`src/rtl/core/snl_pkg.sv`:
```
// ----------------------------------------------------------------------------
// snl_pkg
// Shared types, character constants and lookup functions for the SQL
// literal normaliser core.
// ----------------------------------------------------------------------------
package snl_pkg;

   // request and response payloads
   typedef struct packed {
      logic [7:0] in_byte;
      logic       in_last;
   } snl_req_type;

   typedef struct packed {
      logic [7:0] out_byte;
      logic [1:0] out_kind;
      logic       out_last;
      logic       out_overflow;
   } snl_rsp_type;

   // response kinds
   localparam logic [1:0] KIND_TEXT     = 2'd0;
   localparam logic [1:0] KIND_ID_START = 2'd1;
   localparam logic [1:0] KIND_ID_BYTE  = 2'd2;
   localparam logic [1:0] KIND_END      = 2'd3;

   // characters
   localparam logic [7:0] CH_QMARK  = 8'h3F;
   localparam logic [7:0] CH_UNDER  = 8'h5F;
   localparam logic [7:0] CH_DASH   = 8'h2D;
   localparam logic [7:0] CH_STAR   = 8'h2A;
   localparam logic [7:0] CH_RPAR   = 8'h29;
   localparam logic [7:0] CH_LPAR   = 8'h28;
   localparam logic [7:0] CH_SLASH  = 8'h2F;
   localparam logic [7:0] CH_COLON  = 8'h3A;
   localparam logic [7:0] CH_QUOTE  = 8'h27;
   localparam logic [7:0] CH_DQUOTE = 8'h22;
   localparam logic [7:0] CH_EQ     = 8'h3D;
   localparam logic [7:0] CH_GT     = 8'h3E;
   localparam logic [7:0] CH_LT     = 8'h3C;
   localparam logic [7:0] CH_COMMA  = 8'h2C;
   localparam logic [7:0] CH_SPACE  = 8'h20;
   localparam logic [7:0] CH_TAB    = 8'h09;
   localparam logic [7:0] CH_LF     = 8'h0A;
   localparam logic [7:0] CH_CR     = 8'h0D;
   localparam logic [7:0] CH_NUL    = 8'h00;
   localparam logic [7:0] CH_LC_C   = 8'h63;
   localparam logic [7:0] CH_LC_I   = 8'h69;
   localparam logic [7:0] CH_LC_L   = 8'h6C;
   localparam logic [7:0] CH_LC_N   = 8'h6E;
   localparam logic [7:0] CH_LC_V   = 8'h76;

   localparam logic [3:0] ID_WORD_LEN = 4'd9;

   typedef enum logic [3:0] {
      M_NORMAL, M_NUMSKIP, M_LISTSKIP, M_EDGE, M_KW, M_NEG, M_SLASH,
      M_CMT, M_STAR, M_SP, M_COLON, M_QUOTE, M_VALUE
   } scan_mode_type;

   typedef enum logic [1:0] {KW_IN, KW_VALUES, KW_LIKE} kw_kind_type;

   typedef enum logic [2:0] {
      ACT_CONSUME, ACT_RETRY, ACT_APPEND, ACT_FAIL, ACT_KWOK, ACT_END
   } act_type;

   typedef enum logic [2:0] {
      ST_RUN, ST_EXEC, ST_FAIL_RD, ST_FAIL_PUT, ST_KW_RD, ST_KW_PUT, ST_KW_QMARK
   } ctrl_state_type;

   typedef enum logic [1:0] {ADDR_NEXT, ADDR_HEAD, ADDR_KW} addr_sel_type;

   // controller to datapath
   typedef struct packed {
      logic         exec;
      addr_sel_type addr_sel;
      logic         fail_put;
      logic         kw_put;
      logic         kw_qmark;
   } snl_cmd_type;

   // datapath to controller
   typedef struct packed {
      logic    has_tok;
      logic    end_pend;
      act_type act;
      logic    act_put;
      logic    out_free;
      logic    kw_last;
   } snl_status_type;

   function automatic logic is_space(input logic [7:0] b);
      return (b == CH_SPACE) || (b == CH_TAB) || (b == CH_LF) || (b == CH_CR);
   endfunction

   function automatic logic is_digit(input logic [7:0] b);
      return (b >= 8'h30) && (b <= 8'h39);
   endfunction

   function automatic logic [7:0] to_lower(input logic [7:0] b);
      return ((b >= 8'h41) && (b <= 8'h5A)) ? (b + 8'd32) : b;
   endfunction

   // CR and LF go out as spaces
   function automatic logic [7:0] lit_byte(input logic [7:0] b);
      return ((b == CH_CR) || (b == CH_LF)) ? CH_SPACE : b;
   endfunction

   function automatic logic [2:0] kw_len(input kw_kind_type k);
      logic [2:0] r;
      case (k)
         KW_IN:     r = 3'd2;
         KW_VALUES: r = 3'd6;
         KW_LIKE:   r = 3'd4;
         default:   r = 3'd2;
      endcase
      return r;
   endfunction

   function automatic logic [7:0] kw_char(input kw_kind_type k, input logic [2:0] i);
      logic [47:0] w;
      case (k)
         KW_IN:     w = {8'h00, 8'h00, 8'h00, 8'h00, 8'h6E, 8'h69};
         KW_VALUES: w = {8'h73, 8'h65, 8'h75, 8'h6C, 8'h61, 8'h76};
         KW_LIKE:   w = {8'h00, 8'h00, 8'h65, 8'h6B, 8'h69, 8'h6C};
         default:   w = '0;
      endcase
      case (i)
         3'd0:    return w[7:0];
         3'd1:    return w[15:8];
         3'd2:    return w[23:16];
         3'd3:    return w[31:24];
         3'd4:    return w[39:32];
         3'd5:    return w[47:40];
         default: return 8'h00;
      endcase
   endfunction

   // letters of client_id
   function automatic logic [7:0] id_char(input logic [3:0] i);
      logic [7:0] r;
      case (i)
         4'd0:    r = 8'h63;
         4'd1:    r = 8'h6C;
         4'd2:    r = 8'h69;
         4'd3:    r = 8'h65;
         4'd4:    r = 8'h6E;
         4'd5:    r = 8'h74;
         4'd6:    r = 8'h5F;
         4'd7:    r = 8'h69;
         4'd8:    r = 8'h64;
         default: r = 8'h00;
      endcase
      return r;
   endfunction

endpackage

```
`src/rtl/core/snl_ctrl.sv`:
```
// ----------------------------------------------------------------------------
// snl_ctrl
// Sequencer: fetches bytes from the pending buffer, applies the decoded
// action and steps through the multi-response replay and keyword sequences.
// ----------------------------------------------------------------------------
module snl_ctrl (
   input  logic                    clock,
   input  logic                    reset,
   input  snl_pkg::snl_status_type status,
   output snl_pkg::snl_cmd_type    cmd,
   output logic                    req_ready
);

   snl_pkg::ctrl_state_type state_ff, state_in;

   // state register
   always_ff @(posedge clock) begin
      if (reset) begin
         state_ff <= snl_pkg::ST_RUN;
      end else begin
         state_ff <= state_in;
      end
   end

   // next state and commands
   always_comb begin
      state_in     = state_ff;
      cmd          = '0;
      cmd.addr_sel = snl_pkg::ADDR_NEXT;
      req_ready    = 1'b0;
      case (state_ff)
         snl_pkg::ST_RUN: begin
            if (status.has_tok || status.end_pend) begin
               state_in = snl_pkg::ST_EXEC;
            end else begin
               req_ready = 1'b1;
            end
         end
         snl_pkg::ST_EXEC: begin
            if (!status.act_put || status.out_free) begin
               cmd.exec = 1'b1;
               case (status.act)
                  snl_pkg::ACT_RETRY: state_in = snl_pkg::ST_EXEC;
                  snl_pkg::ACT_FAIL:  state_in = snl_pkg::ST_FAIL_RD;
                  snl_pkg::ACT_KWOK:  state_in = snl_pkg::ST_KW_RD;
                  default:            state_in = snl_pkg::ST_RUN;
               endcase
            end
         end
         snl_pkg::ST_FAIL_RD: begin
            cmd.addr_sel = snl_pkg::ADDR_HEAD;
            state_in     = snl_pkg::ST_FAIL_PUT;
         end
         snl_pkg::ST_FAIL_PUT: begin
            cmd.addr_sel = snl_pkg::ADDR_HEAD;
            if (status.out_free) begin
               cmd.fail_put = 1'b1;
               state_in     = snl_pkg::ST_RUN;
            end
         end
         snl_pkg::ST_KW_RD: begin
            cmd.addr_sel = snl_pkg::ADDR_KW;
            state_in     = snl_pkg::ST_KW_PUT;
         end
         snl_pkg::ST_KW_PUT: begin
            cmd.addr_sel = snl_pkg::ADDR_KW;
            if (status.out_free) begin
               cmd.kw_put = 1'b1;
               state_in   = status.kw_last ? snl_pkg::ST_KW_QMARK : snl_pkg::ST_KW_RD;
            end
         end
         snl_pkg::ST_KW_QMARK: begin
            if (status.out_free) begin
               cmd.kw_qmark = 1'b1;
               state_in     = snl_pkg::ST_RUN;
            end
         end
         default: begin
            state_in = snl_pkg::ST_RUN;
         end
      endcase
   end

endmodule

```
`src/rtl/core/snl_dp.sv`:
```
// ----------------------------------------------------------------------------
// snl_dp
// Datapath: pending byte buffer, scan state, byte decoder and the
// response register.
// ----------------------------------------------------------------------------
module snl_dp #(
   parameter int PENDING_DEPTH = 32,
   parameter int ID_MAX        = 64
) (
   input  logic                    clock,
   input  logic                    reset,
   input  logic                    req_valid,
   input  logic                    req_ready,
   input  snl_pkg::snl_req_type    req_data,
   output logic                    rsp_valid,
   input  logic                    rsp_ready,
   output snl_pkg::snl_rsp_type    rsp_data,
   input  snl_pkg::snl_cmd_type    cmd,
   output snl_pkg::snl_status_type status
);

   localparam int PTR_W = $clog2(PENDING_DEPTH + 1);
   localparam int MEM_D = 1 << PTR_W;

   // held bytes: run from head, still to be decided up to tail
   logic [7:0]           mem [MEM_D];
   logic [7:0]           rd_data_ff;
   logic [PTR_W-1:0]     rd_addr;

   logic [PTR_W-1:0]     head_ff, head_in, tail_ff, tail_in, cnt_ff, cnt_in;
   logic [PTR_W-1:0]     kwk_ff, kwk_in;
   logic                 end_ff, end_in;
   logic [7:0]           prev_ff, prev_in, pprev_ff, pprev_in;
   logic [7:0]           run_last_ff, run_last_in, run_prev_ff, run_prev_in;
   snl_pkg::scan_mode_type mode_ff, mode_in;
   snl_pkg::kw_kind_type kind_ff, kind_in;
   logic [7:0]           close_ff, close_in;
   logic [3:0]           idx_ff, idx_in;
   logic [7:0]           idlen_ff, idlen_in;
   logic                 ovf_ff, ovf_in;
   logic                 rsp_valid_ff, rsp_valid_in;
   snl_pkg::snl_rsp_type rsp_data_ff, rsp_data_in;

   // decoder outputs
   snl_pkg::act_type       act;
   snl_pkg::scan_mode_type m_nx;
   snl_pkg::kw_kind_type   k_nx;
   logic                   p_en, flush, ovf_set, has_tok, out_free, wr_en;
   logic [7:0]             p_byte, t, lc, idlen_nx, opener;
   logic [1:0]             p_kind;
   logic [3:0]             idx_nx;
   logic [7:0]             scan_r;

   // comment scan for client_id: returns {mode, progress}
   function automatic logic [7:0] cmt_scan(input logic [7:0] b, input logic [3:0] k);
      logic [7:0] lb;
      lb = snl_pkg::to_lower(b);
      if (b == snl_pkg::CH_STAR) begin
         return {snl_pkg::M_STAR, 4'd0};
      end else if ((k < snl_pkg::ID_WORD_LEN) && (lb == snl_pkg::id_char(k))) begin
         if (k == snl_pkg::ID_WORD_LEN - 4'd1) begin
            return {snl_pkg::M_SP, 4'd0};
         end else begin
            return {snl_pkg::M_CMT, 4'(k + 4'd1)};
         end
      end else begin
         return {snl_pkg::M_CMT, (lb == snl_pkg::CH_LC_C) ? 4'd1 : 4'd0};
      end
   endfunction

   assign has_tok  = (PTR_W'(head_ff + cnt_ff)) != tail_ff;
   assign out_free = !rsp_valid_ff || rsp_ready;
   assign t        = rd_data_ff;
   assign lc       = snl_pkg::to_lower(t);
   assign opener   = (kind_ff == snl_pkg::KW_LIKE) ? snl_pkg::CH_QUOTE : snl_pkg::CH_LPAR;
   assign wr_en    = req_valid && req_ready && (req_data.in_byte != snl_pkg::CH_NUL);

   // buffer read address
   always_comb begin
      case (cmd.addr_sel)
         snl_pkg::ADDR_HEAD: rd_addr = head_ff;
         snl_pkg::ADDR_KW:   rd_addr = PTR_W'(head_ff + kwk_ff);
         default:            rd_addr = PTR_W'(head_ff + cnt_ff);
      endcase
   end

   // buffer memory
   always_ff @(posedge clock) begin
      if (wr_en) begin
         mem[tail_ff] <= req_data.in_byte;
      end
      rd_data_ff <= mem[rd_addr];
   end

   // decode the byte at the decision point
   always_comb begin
      act      = snl_pkg::ACT_CONSUME;
      m_nx     = mode_ff;
      k_nx     = kind_ff;
      p_en     = 1'b0;
      p_byte   = 8'h00;
      p_kind   = snl_pkg::KIND_TEXT;
      flush    = 1'b0;
      ovf_set  = 1'b0;
      idx_nx   = idx_ff;
      idlen_nx = idlen_ff;
      scan_r   = cmt_scan(t, idx_ff);
      case (mode_ff)
         snl_pkg::M_NORMAL: begin
            if (!has_tok) begin
               act    = snl_pkg::ACT_END;
               p_en   = 1'b1;
               p_kind = snl_pkg::KIND_END;
            end else if (snl_pkg::is_digit(t) &&
                         ((prev_ff == snl_pkg::CH_EQ) || (prev_ff == snl_pkg::CH_GT) ||
                          (prev_ff == snl_pkg::CH_LT) || snl_pkg::is_space(prev_ff) ||
                          (prev_ff == snl_pkg::CH_COMMA) || (prev_ff == snl_pkg::CH_LPAR))) begin
               p_en   = 1'b1;
               p_byte = snl_pkg::CH_QMARK;
               m_nx   = snl_pkg::M_NUMSKIP;
            end else if (snl_pkg::is_digit(t) &&
                         ((prev_ff == snl_pkg::CH_UNDER) ||
                          ((prev_ff == snl_pkg::CH_LC_N) && (pprev_ff == snl_pkg::CH_UNDER)))) begin
               act  = snl_pkg::ACT_APPEND;
               m_nx = snl_pkg::M_EDGE;
            end else if ((lc == snl_pkg::CH_LC_I) || (lc == snl_pkg::CH_LC_V) ||
                         (lc == snl_pkg::CH_LC_L)) begin
               act  = snl_pkg::ACT_APPEND;
               m_nx = snl_pkg::M_KW;
               k_nx = (lc == snl_pkg::CH_LC_I) ? snl_pkg::KW_IN :
                      (lc == snl_pkg::CH_LC_V) ? snl_pkg::KW_VALUES : snl_pkg::KW_LIKE;
            end else if ((t == snl_pkg::CH_DASH) && snl_pkg::is_space(prev_ff)) begin
               act  = snl_pkg::ACT_APPEND;
               m_nx = snl_pkg::M_NEG;
            end else if (t == snl_pkg::CH_SLASH) begin
               act  = snl_pkg::ACT_APPEND;
               m_nx = snl_pkg::M_SLASH;
            end else begin
               p_en   = 1'b1;
               p_byte = snl_pkg::lit_byte(t);
            end
         end
         snl_pkg::M_NUMSKIP: begin
            if (!(has_tok && snl_pkg::is_digit(t))) begin
               act  = snl_pkg::ACT_RETRY;
               m_nx = snl_pkg::M_NORMAL;
            end
         end
         snl_pkg::M_LISTSKIP: begin
            if (!has_tok || (t == close_ff)) begin
               act  = snl_pkg::ACT_RETRY;
               m_nx = snl_pkg::M_NORMAL;
            end
         end
         snl_pkg::M_EDGE: begin
            if (!has_tok) begin
               act = snl_pkg::ACT_FAIL;
            end else if (snl_pkg::is_digit(t)) begin
               act = snl_pkg::ACT_APPEND;
            end else if (t == snl_pkg::CH_UNDER) begin
               act    = snl_pkg::ACT_RETRY;
               flush  = 1'b1;
               p_en   = 1'b1;
               p_byte = snl_pkg::CH_QMARK;
               m_nx   = snl_pkg::M_NORMAL;
            end else begin
               act = snl_pkg::ACT_FAIL;
            end
         end
         snl_pkg::M_KW: begin
            if (!has_tok) begin
               act = snl_pkg::ACT_FAIL;
            end else if (cnt_ff < PTR_W'(snl_pkg::kw_len(kind_ff))) begin
               act = (lc == snl_pkg::kw_char(kind_ff, cnt_ff[2:0])) ?
                     snl_pkg::ACT_APPEND : snl_pkg::ACT_FAIL;
            end else if (snl_pkg::is_space(t)) begin
               act = snl_pkg::ACT_APPEND;
            end else if (t == opener) begin
               act = snl_pkg::ACT_KWOK;
            end else begin
               act = snl_pkg::ACT_FAIL;
            end
         end
         snl_pkg::M_NEG: begin
            if (has_tok && snl_pkg::is_digit(t)) begin
               flush  = 1'b1;
               p_en   = 1'b1;
               p_byte = snl_pkg::CH_QMARK;
               m_nx   = snl_pkg::M_NUMSKIP;
            end else begin
               act = snl_pkg::ACT_FAIL;
            end
         end
         snl_pkg::M_SLASH: begin
            if (has_tok && (t == snl_pkg::CH_STAR)) begin
               flush  = 1'b1;
               m_nx   = snl_pkg::M_CMT;
               idx_nx = 4'd0;
            end else begin
               act = snl_pkg::ACT_FAIL;
            end
         end
         snl_pkg::M_CMT, snl_pkg::M_STAR, snl_pkg::M_SP, snl_pkg::M_COLON,
         snl_pkg::M_QUOTE, snl_pkg::M_VALUE: begin
            if (!has_tok) begin
               act    = snl_pkg::ACT_END;
               p_en   = 1'b1;
               p_kind = snl_pkg::KIND_END;
            end else begin
               case (mode_ff)
                  snl_pkg::M_CMT: begin
                     m_nx   = snl_pkg::scan_mode_type'(scan_r[7:4]);
                     idx_nx = scan_r[3:0];
                  end
                  snl_pkg::M_STAR: begin
                     if (t == snl_pkg::CH_SLASH) begin
                        m_nx   = snl_pkg::M_NORMAL;
                        idx_nx = 4'd0;
                     end else begin
                        m_nx   = snl_pkg::scan_mode_type'(scan_r[7:4]);
                        idx_nx = scan_r[3:0];
                     end
                  end
                  snl_pkg::M_SP: begin
                     if (t == snl_pkg::CH_DQUOTE) begin
                        m_nx = snl_pkg::M_COLON;
                     end else if (!snl_pkg::is_space(t)) begin
                        m_nx   = snl_pkg::scan_mode_type'(scan_r[7:4]);
                        idx_nx = scan_r[3:0];
                     end
                  end
                  snl_pkg::M_COLON: begin
                     if (t == snl_pkg::CH_COLON) begin
                        m_nx = snl_pkg::M_QUOTE;
                     end
                  end
                  snl_pkg::M_QUOTE: begin
                     if (t == snl_pkg::CH_DQUOTE) begin
                        m_nx     = snl_pkg::M_VALUE;
                        p_en     = 1'b1;
                        p_kind   = snl_pkg::KIND_ID_START;
                        idlen_nx = 8'd0;
                     end
                  end
                  default: begin
                     // client id value
                     if (t == snl_pkg::CH_DQUOTE) begin
                        m_nx   = snl_pkg::M_CMT;
                        idx_nx = 4'd0;
                     end else if (idlen_ff < 8'(ID_MAX)) begin
                        p_en     = 1'b1;
                        p_byte   = t;
                        p_kind   = snl_pkg::KIND_ID_BYTE;
                        idlen_nx = idlen_ff + 8'd1;
                     end
                  end
               endcase
            end
         end
         default: begin
            act  = snl_pkg::ACT_RETRY;
            m_nx = snl_pkg::M_NORMAL;
         end
      endcase
      // a run that outgrows the buffer is abandoned
      if ((act == snl_pkg::ACT_APPEND) && (cnt_ff >= PTR_W'(PENDING_DEPTH - 1))) begin
         act     = snl_pkg::ACT_FAIL;
         ovf_set = 1'b1;
      end
   end

   // next state of the datapath registers
   always_comb begin
      head_in      = head_ff;
      tail_in      = tail_ff;
      cnt_in       = cnt_ff;
      kwk_in       = kwk_ff;
      end_in       = end_ff;
      prev_in      = prev_ff;
      pprev_in     = pprev_ff;
      run_last_in  = run_last_ff;
      run_prev_in  = run_prev_ff;
      mode_in      = mode_ff;
      kind_in      = kind_ff;
      close_in     = close_ff;
      idx_in       = idx_ff;
      idlen_in     = idlen_ff;
      ovf_in       = ovf_ff;
      rsp_valid_in = rsp_ready ? 1'b0 : rsp_valid_ff;
      rsp_data_in  = rsp_data_ff;

      // new request
      if (req_valid && req_ready) begin
         if (wr_en) begin
            tail_in = tail_ff + PTR_W'(1);
         end
         end_in = end_ff || req_data.in_last || (req_data.in_byte == snl_pkg::CH_NUL);
      end

      if (cmd.exec) begin
         if (p_en) begin
            rsp_valid_in             = 1'b1;
            rsp_data_in.out_byte     = p_byte;
            rsp_data_in.out_kind     = p_kind;
            rsp_data_in.out_last     = (act == snl_pkg::ACT_END);
            rsp_data_in.out_overflow = 1'b0;
         end
         case (act)
            snl_pkg::ACT_CONSUME: begin
               head_in  = head_ff + cnt_ff + PTR_W'(1);
               cnt_in   = '0;
               pprev_in = flush ? run_last_ff : prev_ff;
               prev_in  = t;
               mode_in  = m_nx;
               idx_in   = idx_nx;
               idlen_in = idlen_nx;
            end
            snl_pkg::ACT_RETRY: begin
               head_in = head_ff + cnt_ff;
               cnt_in  = '0;
               mode_in = m_nx;
               if (flush) begin
                  prev_in  = run_last_ff;
                  pprev_in = run_prev_ff;
               end
            end
            snl_pkg::ACT_APPEND: begin
               cnt_in      = cnt_ff + PTR_W'(1);
               run_prev_in = (cnt_ff == '0) ? prev_ff : run_last_ff;
               run_last_in = t;
               mode_in     = m_nx;
               kind_in     = k_nx;
            end
            snl_pkg::ACT_FAIL: begin
               ovf_in = ovf_set;
            end
            snl_pkg::ACT_KWOK: begin
               kwk_in   = '0;
               close_in = (kind_ff == snl_pkg::KW_LIKE) ? snl_pkg::CH_QUOTE : snl_pkg::CH_RPAR;
            end
            default: begin
               // end of query: back to reset values
               head_in  = '0;
               tail_in  = '0;
               cnt_in   = '0;
               end_in   = 1'b0;
               prev_in  = 8'h00;
               pprev_in = 8'h00;
               mode_in  = snl_pkg::M_NORMAL;
               close_in = 8'h00;
               idx_in   = 4'd0;
               idlen_in = 8'd0;
            end
         endcase
      end

      // failed run: first byte goes out as text, rest is decided again
      if (cmd.fail_put) begin
         rsp_valid_in             = 1'b1;
         rsp_data_in.out_byte     = snl_pkg::lit_byte(rd_data_ff);
         rsp_data_in.out_kind     = snl_pkg::KIND_TEXT;
         rsp_data_in.out_last     = 1'b0;
         rsp_data_in.out_overflow = ovf_ff;
         ovf_in                   = 1'b0;
         head_in                  = head_ff + PTR_W'(1);
         cnt_in                   = '0;
         mode_in                  = snl_pkg::M_NORMAL;
         pprev_in                 = prev_ff;
         prev_in                  = rd_data_ff;
      end

      // matched keyword: run and opener go out unchanged
      if (cmd.kw_put) begin
         rsp_valid_in             = 1'b1;
         rsp_data_in.out_byte     = rd_data_ff;
         rsp_data_in.out_kind     = snl_pkg::KIND_TEXT;
         rsp_data_in.out_last     = 1'b0;
         rsp_data_in.out_overflow = 1'b0;
         pprev_in                 = prev_ff;
         prev_in                  = rd_data_ff;
         kwk_in                   = kwk_ff + PTR_W'(1);
      end

      if (cmd.kw_qmark) begin
         rsp_valid_in             = 1'b1;
         rsp_data_in.out_byte     = snl_pkg::CH_QMARK;
         rsp_data_in.out_kind     = snl_pkg::KIND_TEXT;
         rsp_data_in.out_last     = 1'b0;
         rsp_data_in.out_overflow = 1'b0;
         head_in                  = head_ff + cnt_ff + PTR_W'(1);
         cnt_in                   = '0;
         mode_in                  = snl_pkg::M_LISTSKIP;
      end
   end

   // registers
   always_ff @(posedge clock) begin
      if (reset) begin
         head_ff      <= '0;
         tail_ff      <= '0;
         cnt_ff       <= '0;
         kwk_ff       <= '0;
         end_ff       <= 1'b0;
         prev_ff      <= 8'h00;
         pprev_ff     <= 8'h00;
         mode_ff      <= snl_pkg::M_NORMAL;
         kind_ff      <= snl_pkg::KW_IN;
         close_ff     <= 8'h00;
         idx_ff       <= 4'd0;
         idlen_ff     <= 8'd0;
         ovf_ff       <= 1'b0;
         rsp_valid_ff <= 1'b0;
      end else begin
         head_ff      <= head_in;
         tail_ff      <= tail_in;
         cnt_ff       <= cnt_in;
         kwk_ff       <= kwk_in;
         end_ff       <= end_in;
         prev_ff      <= prev_in;
         pprev_ff     <= pprev_in;
         mode_ff      <= mode_in;
         kind_ff      <= kind_in;
         close_ff     <= close_in;
         idx_ff       <= idx_in;
         idlen_ff     <= idlen_in;
         ovf_ff       <= ovf_in;
         rsp_valid_ff <= rsp_valid_in;
      end
      run_last_ff <= run_last_in;
      run_prev_ff <= run_prev_in;
      rsp_data_ff <= rsp_data_in;
   end

   assign rsp_valid = rsp_valid_ff;
   assign rsp_data  = rsp_data_ff;

   always_comb begin
      status          = '0;
      status.has_tok  = has_tok;
      status.end_pend = end_ff;
      status.act      = act;
      status.act_put  = p_en;
      status.out_free = out_free;
      status.kw_last  = (kwk_ff == cnt_ff);
   end

endmodule

```
`src/rtl/core/sql_literal_normalizer_core.sv`:
```
// ----------------------------------------------------------------------------
// sql_literal_normalizer_core
// Replaces literals in query text with '?', drops comments and reports any
// client id found inside them.
// ----------------------------------------------------------------------------
// Usage:
//   req_*  carries one raw query byte per request (in_byte, in_last). A NUL
//          byte or in_last ends the query; an end-of-query response follows.
//   rsp_*  carries normalised text bytes, client id markers and bytes, and
//          the end-of-query marker, through one output register.
// Timing: a byte that is decided at once passes buffer read, decode and
//   update before the next ready. Bytes held in an undecided run are
//   re-read from the pending buffer on a failed match, after the first byte
//   is emitted; a matched keyword replays each held byte, the opener and a
//   '?'. The pending buffer has one read port, so held bytes are read one at
//   a time. Results: 0 to PENDING_DEPTH+2 per request.
// Reset: synchronous, returns to plain text mode with an empty buffer and
//   no previous byte.
// Back-pressure: when rsp_ready is low the response register holds and the
//   sequencer waits; req_ready stays low until every received byte is decoded.
// ----------------------------------------------------------------------------
module sql_literal_normalizer_core #(
   parameter int PENDING_DEPTH = 32,
   parameter int ID_MAX        = 64
) (
   input  logic                 clock,
   input  logic                 reset,
   input  logic                 req_valid,
   output logic                 req_ready,
   input  snl_pkg::snl_req_type req_data,
   output logic                 rsp_valid,
   input  logic                 rsp_ready,
   output snl_pkg::snl_rsp_type rsp_data
);

   snl_pkg::snl_cmd_type    cmd;
   snl_pkg::snl_status_type status;

   snl_ctrl u_ctrl (
      .clock     (clock),
      .reset     (reset),
      .status    (status),
      .cmd       (cmd),
      .req_ready (req_ready)
   );

   snl_dp #(
      .PENDING_DEPTH (PENDING_DEPTH),
      .ID_MAX        (ID_MAX)
   ) u_dp (
      .clock     (clock),
      .reset     (reset),
      .req_valid (req_valid),
      .req_ready (req_ready),
      .req_data  (req_data),
      .rsp_valid (rsp_valid),
      .rsp_ready (rsp_ready),
      .rsp_data  (rsp_data),
      .cmd       (cmd),
      .status    (status)
   );

endmodule

```
`config.mk`:
```
export PLATFORM = sky130hd
export DESIGN_NAME = sql_literal_normalizer_core
export DESIGN_NICKNAME = d
export VERILOG_FILES = /design/src/rtl/core/snl_pkg.sv /design/src/rtl/core/snl_ctrl.sv /design/src/rtl/core/snl_dp.sv /design/src/rtl/core/sql_literal_normalizer_core.sv
export SDC_FILE = /design/constraint.sdc
export NUM_CORES = 1
export LEC_CHECK = 0
export ABC_CLOCK_PERIOD_IN_PS = 6700
export BUFFER_PORTS_ARGS = -buffer_cell sky130_fd_sc_hd__buf_2
export CORE_ASPECT_RATIO = 1.5
export CORE_MARGIN = 8
export CORE_UTILIZATION = 60
export CTS_BUF_LIST = sky130_fd_sc_hd__clkbuf_16
export CTS_CLUSTER_SIZE = 8
export DETAILED_ROUTE_END_ITERATION = 10
export PLACE_DENSITY = 0.76
export SYNTH_ARGS = -nofsm -noshare
export SYNTH_HDL_FRONTEND = slang
export SYNTH_SLANG_ARGS = --single-unit
```
`constraint.sdc`:
```
create_clock -name clock -period 6.7 [get_ports clock]
set_input_delay 1.34 -clock clock [delete_from_list [all_inputs] [get_ports clock]]
set_output_delay 1.34 -clock clock [all_outputs]
set_load 0.05 [all_outputs]
```
==> summary by stage, run 1 <==
Status
The flow ran to the end, and the final reports show no timing, DRC or antenna violations.

Timing
Setup repair after global routing left no endpoint under its margin. Between clock sinks in the finished design, the worst skew comes to 0.0212 ns. The highest attainable clock frequency is 197 MHz. The final-report max-slew violation count is 0. For the pin with the worst max-slew slack, the measured transition is 1.02 ns. Setup violations remaining at the end of the flow were counted as 0. The final critical-path share of the clock period is 0.758.

The minimum period implied by the final worst setup slack is 5.08 ns. The hold violation total from the final report was 0. Setup total negative slack on the finished layout was measured at 0 ns. The remaining max-slew budget at the tightest pin is 0.320.

Floorplan
For this design the top-level I/O count stands at 27. The initial utilization of the core area, before any placement, comes to 0.607. The die height is 282 microns.

The core area is 46600 sq um. The die area is 54500 sq um. The floorplan die width is 193 microns. The row count is 97.

Critical path
The critical path capture point type is a flip-flop. The number of cells on the critical path is 9. Measured in cells, the most critical reg-to-reg path has a length of 9. On the critical path, the stage with the largest delay is an instance of sky130_fd_sc_hd__nor2_1. The buffers plus inverters on the worst setup path is 0.

On the worst path, the slowest cell contributes a delay of 0.83 ns. The kind of critical path is flip-flop to flip-flop. In this run the worst path has a maximum fanout of 16.

Among cell families on the critical path, the largest total delay comes from simple AND/OR/NAND/NOR gates. The endpoint arrival time on the critical path is 5.33 ns. STA classifies the critical path startpoint as a flip-flop. The signal on the critical path passes through ha_1, xnor2_2, xnor2_1, or3_1, nor2_2, nand4b_1, nor4bb_1, nand3_1, nor2_1. Data on the critical path is required at its endpoint by 6.95 ns.

Synth
The cell type contributing the most total cell area after synthesis is sky130_fd_sc_hd__edfxtp_1. Among all flip-flop cells after synthesis, the most frequent one is sky130_fd_sc_hd__edfxtp_1. In the synthesized netlist, the number of instances is 1968. The main combinational cell family by area after synthesis is multiplexers. The multiplexer share of the synthesized area is 0.122. Of the total synthesized cell area, the portion taken by AND, OR, NAND and NOR gates is 0.0987. The commonest cells after synthesis are sky130_fd_sc_hd__edfxtp_1, sky130_fd_sc_hd__nor2_1, sky130_fd_sc_hd__mux4_2, sky130_fd_sc_hd__a21oi_1, sky130_fd_sc_hd__dfxtp_1. Sorting the synthesized cells by area gives the leading types as sky130_fd_sc_hd__edfxtp_1, sky130_fd_sc_hd__mux4_2, sky130_fd_sc_hd__dfxtp_1, sky130_fd_sc_hd__nor2_1, sky130_fd_sc_hd__a21oi_1. The fraction of registers with async set or reset after synthesis is 0. The adder and majority cell fraction of the synthesized area is 0.0178. The synthesized-area fraction occupied by ao, oa, aoi and oai cells is 0.0964.

Of the total synthesized cell area, the portion taken by XOR and XNOR cells is 0.0171. Yosys instantiated no cell more often than sky130_fd_sc_hd__edfxtp_1. The number of nets handed over by synthesis was 2020. Yosys printed 0 warnings. The post-synthesis cell area is 28300 sq um. In this run, synthesis inferred 528 flip-flops with an integrated enable.

The post-synthesis average cell area is 14.4 sq um. The share of the synthesized area in the top cell type is 0.560. The post-synthesis cell type count is 102. Counting flops and latches in the post-synthesis netlist gives 622. The sequential area share after synthesis is 0.627.

Placement
The half-perimeter wire length of the detailed placement result is 47900 microns. The count of buffers from port buffering is 26. The placer congestion estimate is 0.998.

Global routing
The first global-routing pass estimated 113000 microns of wire. The initial antenna violation count is 1. The largest net degree at the start of global routing is 129. For this run, the total global-route usage over all layers was measured as 0.276.

The global-route congestion overflow total is 0. The via count of the first global-routing pass is 18500.

Clocking
Buffers inserted to repair hold after CTS numbered 0. Counting along the longest clock path gives a buffer depth of 3. The tree is rooted in a sky130_fd_sc_hd__clkbuf_16. The register clock-pin slew on the reported worst setup and hold paths is 0.06 ns. At the later pin of the worst-skew pair, clock insertion delay measures 0.63 ns. The number of buffers created by CTS is 87.

The H-tree was split into 3 levels. The clock sink total is 622. In this run the post-CTS setup repair buffer count came out at 0. TritonCTS built the clock tree. The post-CTS resize count is 0.

Routing
Dividing the detail-routed via count by the number of cells gives 6.84. Detailed routing inserted a total of 18100 vias. After detailed routing, the average wire length per cell comes to 28.4 microns. The detail route stage leaves a number of antenna-violating nets equal to 0. The total length of routed wires is 74800 microns. The number of DRC violations after detailed routing is 0.

The pre-antenna-repair detailed-routing pass consisted of 6 iterations. After the first detailed-routing iteration, the DRC count stood at 1824.

Hold path
The worst hold path was traced through 2 stages. The path class of the tightest hold or removal check is flip-flop to flip-flop.

Power
VDD sags by at most 0.000308 V. The analysis attributes to cell leakage a power of 10.5 nW. Total power for the finished layout comes to 13.1 mW.

The total power per unit cell area is 415 nW/um^2.

Cells and area
The area added between synthesis and finish is 11.4%. The fraction of final layout cells with drive strength greater than 1 is 0.167. The net count reported at finish is 2051.

Run
The number of maximum-capacitance constraint violations is 0.
## state kept, by name, summed over array words and instances, names as in the netlist, 2 cells and up, named ones only
| register | count |
|---|---|
| u_dp.mem | 512 |
| u_dp.rsp_data | 12 |
| u_dp.idlen_ff | 8 |
| u_dp.pprev_ff | 8 |
| u_dp.prev_ff | 8 |
| u_dp.rd_data_ff | 8 |
| u_dp.run_last_ff | 8 |
| u_dp.run_prev_ff | 8 |
| u_dp.cnt_ff | 6 |
| u_dp.head_ff | 6 |
| u_dp.kwk_ff | 6 |
| u_dp.tail_ff | 6 |
| u_dp.idx_ff | 4 |
| u_dp.mode_ff | 4 |
| u_ctrl.state_ff | 3 |
| u_dp.close_ff | 3 |
| u_dp.kind_ff | 2 |
## cell usage in the layout, fill, tap and decap left out, types with 41 or more instances in the layout
cell / synthesis / final
sky130_fd_sc_hd__edfxtp_1: 528 / 528
sky130_fd_sc_hd__nor2_1: 161 / 161
sky130_fd_sc_hd__mux4_2: 128 / 128
sky130_fd_sc_hd__a21oi_1: 102 / 99
sky130_fd_sc_hd__dfxtp_1: 94 / 94
sky130_fd_sc_hd__nand2_1: 91 / 91
sky130_fd_sc_hd__clkbuf_16: 0 / 88
sky130_fd_sc_hd__inv_1: 34 / 73
sky130_fd_sc_hd__a211oi_1: 66 / 66
sky130_fd_sc_hd__nand3_1: 54 / 54
sky130_fd_sc_hd__nor2b_1: 43 / 43
sky130_fd_sc_hd__nor3_1: 44 / 43
sky130_fd_sc_hd__o21ai_0: 42 / 41
## routing by layer
layer | GRT usage | up-vias | part of all wire
met5 | 0 | - | 0
met1 | 0.291 | 8959 | 0.33
met3 | 0.0455 | 286 | 0.064
met4 | 0.204 | 0 | 0.078
li1 | - | 7850 | -
met2 | 0.496 | 961 | 0.52
## metrics by stage
step                setup WS (ns)  instance area, sq um  cells  hold WS, ns  utilization
floorplan                    2.42                 28300   1968        0.425            -
global placement             2.03                 29000   2504        0.440        0.623
detailed placement           1.81                 29000   2504        0.453        0.623
CTS                          1.75                 31500   2638        0.459        0.676
global route                 1.32                 31500   2639        0.494        0.676
finish                       1.62                 31500   2639        0.463        0.676
## worst paths after layout
path                                      from              end  slack, ns
worst max-delay path            u_dp.cnt_ff[2]  u_dp.mem[55][1]       1.62
worst min-delay path               u_dp.end_ff      u_dp.end_ff       0.46
worst max register to register  u_dp.cnt_ff[2]  u_dp.mem[55][1]       1.62
worst min register to register     u_dp.end_ff      u_dp.end_ff       0.46
## area by class of cell
class,count,area (sq um)
diodes,1,2.50
well taps,594,743
multi-input cells,1199,10000
clock buffers,88,2200
repair buffers,55,398
flip-flops and latches,622,17700
inverters,34,128
fillers,3090,15100
clock inverters,46,287
## report_power, final
group	switching [mW]	internal, mW	total, mW
sequential	0.228	4.38	4.61
combinational	2.80	1.65	4.45
clock	1.65	2.35	4.00
total	4.68	8.39	13.1
## worst register-to-register path, stage by stage (launching register included)
cell and delay (ns):
sky130_fd_sc_hd__dfxtp_1 0.70, sky130_fd_sc_hd__ha_1 0.42, sky130_fd_sc_hd__xnor2_2 0.35, sky130_fd_sc_hd__xnor2_1 0.09, sky130_fd_sc_hd__or3_1 0.43, sky130_fd_sc_hd__nor2_2 0.24
sky130_fd_sc_hd__nand4b_1 0.17, sky130_fd_sc_hd__nor4bb_1 0.78, sky130_fd_sc_hd__nand3_1 0.67, sky130_fd_sc_hd__nor2_1 0.83
## cells by family (layout without fill, tap and decap cells)
group | count (synthesis) | after routing
fa+ha+maj | 39 | 39
buf+inv | 147 | 223
simple gates | 536 | 536
other cells | 0 | 1
flops | 622 | 622
mux | 182 | 182
compound gates | 391 | 391
xor+xnor | 51 | 51
(Power assumes the default switching activity.)
==> run 2: changes to the inputs <==
--- a/config.mk
+++ b/config.mk
@@ -5,7 +5,7 @@
 export SDC_FILE = /design/constraint.sdc
 export NUM_CORES = 1
 export LEC_CHECK = 0
-export ABC_CLOCK_PERIOD_IN_PS = 6700
+export ABC_CLOCK_PERIOD_IN_PS = 5040
 export BUFFER_PORTS_ARGS = -buffer_cell sky130_fd_sc_hd__buf_2
 export CORE_ASPECT_RATIO = 1.5
 export CORE_MARGIN = 8
==> constraint.sdc (replaced) <==
create_clock -name clock -period 5.04 [get_ports clock]
set_input_delay 1.008 -clock clock [delete_from_list [all_inputs] [get_ports clock]]
set_output_delay 1.008 -clock clock [all_outputs]
set_load 0.05 [all_outputs]
==> summary by stage, run 2 (synthesis gave the netlist of run 1 again) <==
Routing
The post-detailed-route wirelength per cell is 28.5 microns (+0.64%). The number of detailed-routing iterations run before antenna repair is 6 (unchanged). The via count came to 18500 (+2.5%). The number of DRC violations after detailed routing is 0 (unchanged). The total length of routed wires is 76800 microns (+2.6%). The routed via count divided by cell count was 6.88 (+0.59%). The number of DRC markers in iteration 0 is 2057 (+13%).

The final antenna-violating net count was 0 (unchanged).

Timing
The post-route worst hold slack is 0.463 ns (+0.000743 ns). The minimum period implied by the final worst setup slack came to 4.73 ns (-0.351 ns). The highest attainable clock frequency is 211 MHz (+7.4%).

The clock tree skew after final layout is 0.0294 ns (+0.00821 ns). The worst setup margin is 0.312 ns (-1.31 ns). Setup repair after global routing left no endpoint under its margin. The final critical-path share of the clock period is 0.938 (+0.180). The remaining max-slew budget at the tightest pin is 0.151 (-0.169). The final-report setup violation count is 0 (unchanged). The total negative slack for setup checks is 0 ns (unchanged). The actual transition at the worst max-transition pin is 1.27 ns (+0.250 ns). The final-report max-slew violation count was 0 (unchanged).

The hold violation total from the final report came to 0 (unchanged).

Global routing
The largest net degree at the start of global routing is 97 (-25%). The via count of the first global-routing pass came to 19000 (+2.5%). The first-pass GRT wire length is 116000 microns (+2.0%). The global-route congestion overflow total is 0 (unchanged). The initial antenna violation count came to 1 (unchanged). The global-route total usage across every layer is 0.281 (+0.00473).

Cells and area
The number of flip-flops under the largest register name is 512 (unchanged). The number of fill cells was 3088 (-0.065%). The post-route cell area is 32000 sq um (+1.4%). The area taken by multi-input logic gates is 10000 sq um (about the same).

The final cell utilization of the core came to 0.686 (+0.00967). The final non-filler cell total is 2690 (+1.9%). The area added between synthesis and finish is 12.9%. In the layout the commonest cells are sky130_fd_sc_hd__edfxtp_1, sky130_fd_sc_hd__nor2_1, sky130_fd_sc_hd__mux4_2, sky130_fd_sc_hd__a21oi_1, sky130_fd_sc_hd__dfxtp_1.

The library cell used most frequently in the layout, excluding fill and tap cells, is sky130_fd_sc_hd__edfxtp_1. The fraction of final layout cells with drive strength greater than 1 came to 0.193 (+0.0265). u_dp.mem holds more flip-flops than any other register.

The area of all sequential standard cells is 17700 sq um (unchanged). The net count reported at finish came to 2114 (+3.1%).

Critical path
The largest fanout on the critical path is 8 (-8). In this run the critical register-to-register path is launched from u_dp.cnt_ff[0]. The critical path capture point type is a flip-flop.

The endpoint arrival time on the critical path is 4.97 ns (-0.36 ns). The worst path required time is 5.28 ns (-1.67 ns). The most critical setup path has its startpoint at u_dp.cnt_ff[0]. The critical path is of the flip-flop to flip-flop type. The critical path startpoint category is a flip-flop.

Placement
The cell area after placement was 29500 sq um (+1.7%). The count of buffers from port buffering is 26 (unchanged). The setup slack at placement is 0.357 ns (-1.46 ns).

The half-perimeter wire length of the detailed placement result is 49500 microns (+3.3%). The total instance count after detailed placement came to 2567 (+2.5%). The placer congestion estimate is 1.03 (+2.8%).

Power
The total power per unit cell area is 547 nW/um^2 (+32%). The leakage power figure is 10.7 nW (+2.6%). The sum of internal, switching and leakage power is 17.5 mW (+34%). The worst IR drop on VDD came to 0.000364 V (+18%).

Floorplan
The die area is 54500 sq um (unchanged). The floorplan die width came to 193 microns (unchanged). The core area was 46600 sq um (unchanged).

The die height is 282 microns (unchanged). The row count is 97 (unchanged). The count of boundary I/O pins is 27 (unchanged). The starting utilization of the core area came to 0.607 (unchanged).

Clocking
The count of hold-fix buffers inserted at cts is 0 (unchanged). The maximum count of clock buffers along a single path was 3 (unchanged). The number of levels in the clock H-tree is 3 (unchanged).

The clock sink total is 622 (unchanged). TritonCTS built the clock tree. The number of buffers created by CTS was 87 (unchanged).

The register clock-pin slew on the reported worst setup and hold paths is 0.06 ns (about the same). The cell sitting at the root of the clock tree is a sky130_fd_sc_hd__clkbuf_16. The latest clock arrival within the worst-skew pair is 0.63 ns (about the same).

Hold path
The worst min-delay path category is flip-flop to flip-flop. The startpoint of the tightest hold check path is u_dp.end_ff.

Run
The number of maximum-capacitance constraint violations is 0 (unchanged).

Status
The run finished with clean final reports.
[run 2: layer usage]
metal	wire, microns	vias to the layer above	GRT usage
li1	-	7953	-
met1	25300	9189	0.291
met2	39700	1042	0.502
met3	5370	329	0.0497
met4	6490	0	0.219
met5	0	-	0
[run 2: critical path: stages, from the launching register on]
cell	delay, ns
sky130_fd_sc_hd__dfxtp_1	0.39
sky130_fd_sc_hd__ha_1	0.28
sky130_fd_sc_hd__fa_1	0.46
sky130_fd_sc_hd__xnor2_2	0.32
sky130_fd_sc_hd__xnor2_1	0.09
sky130_fd_sc_hd__or3_1	0.40
sky130_fd_sc_hd__nor2_2	0.26
sky130_fd_sc_hd__nand4b_1	0.18
sky130_fd_sc_hd__inv_1	0.16
sky130_fd_sc_hd__nand3b_1	0.18
sky130_fd_sc_hd__nor2_1	0.28
sky130_fd_sc_hd__nand3b_1	0.58
sky130_fd_sc_hd__nor2_1	0.77
[run 2: final cells by class]
| class | instances | area share |
|---|---|---|
| flip-flops and latches | 622 | 0.555 |
| multi-input cells | 1199 | 0.313 |
| clock buffers | 87 | 0.0681 |
| repair buffers | 118 | 0.0276 |
| well taps | 594 | 0.0233 |
| clock inverters | 35 | 0.00857 |
| inverters | 34 | 0.00399 |
| diodes | 1 | 0.0000783 |
[run 2: worst paths after layout]
path / end / slack [ns] / cells past startpoint
setup / recovery: u_dp.mem[2][1] / 0.31 / 12
hold / removal: u_dp.end_ff / 0.46 / 2
setup reg to reg: u_dp.mem[2][1] / 0.31 / 12
hold reg to reg: u_dp.end_ff / 0.46 / 2
[run 2: what timing repair did]
item	CTS	global route
buffers inserted	0	0
setup endpoints to repair	0	1
resized for setup	0	1
[run 2: power breakdown]
group          switching, mW  total (mW)  internal [mW]
combinational           3.73        6.07           2.35
sequential             0.340        6.17           5.83
clock                   2.14        5.23           3.09
total                   6.20        17.5           11.3
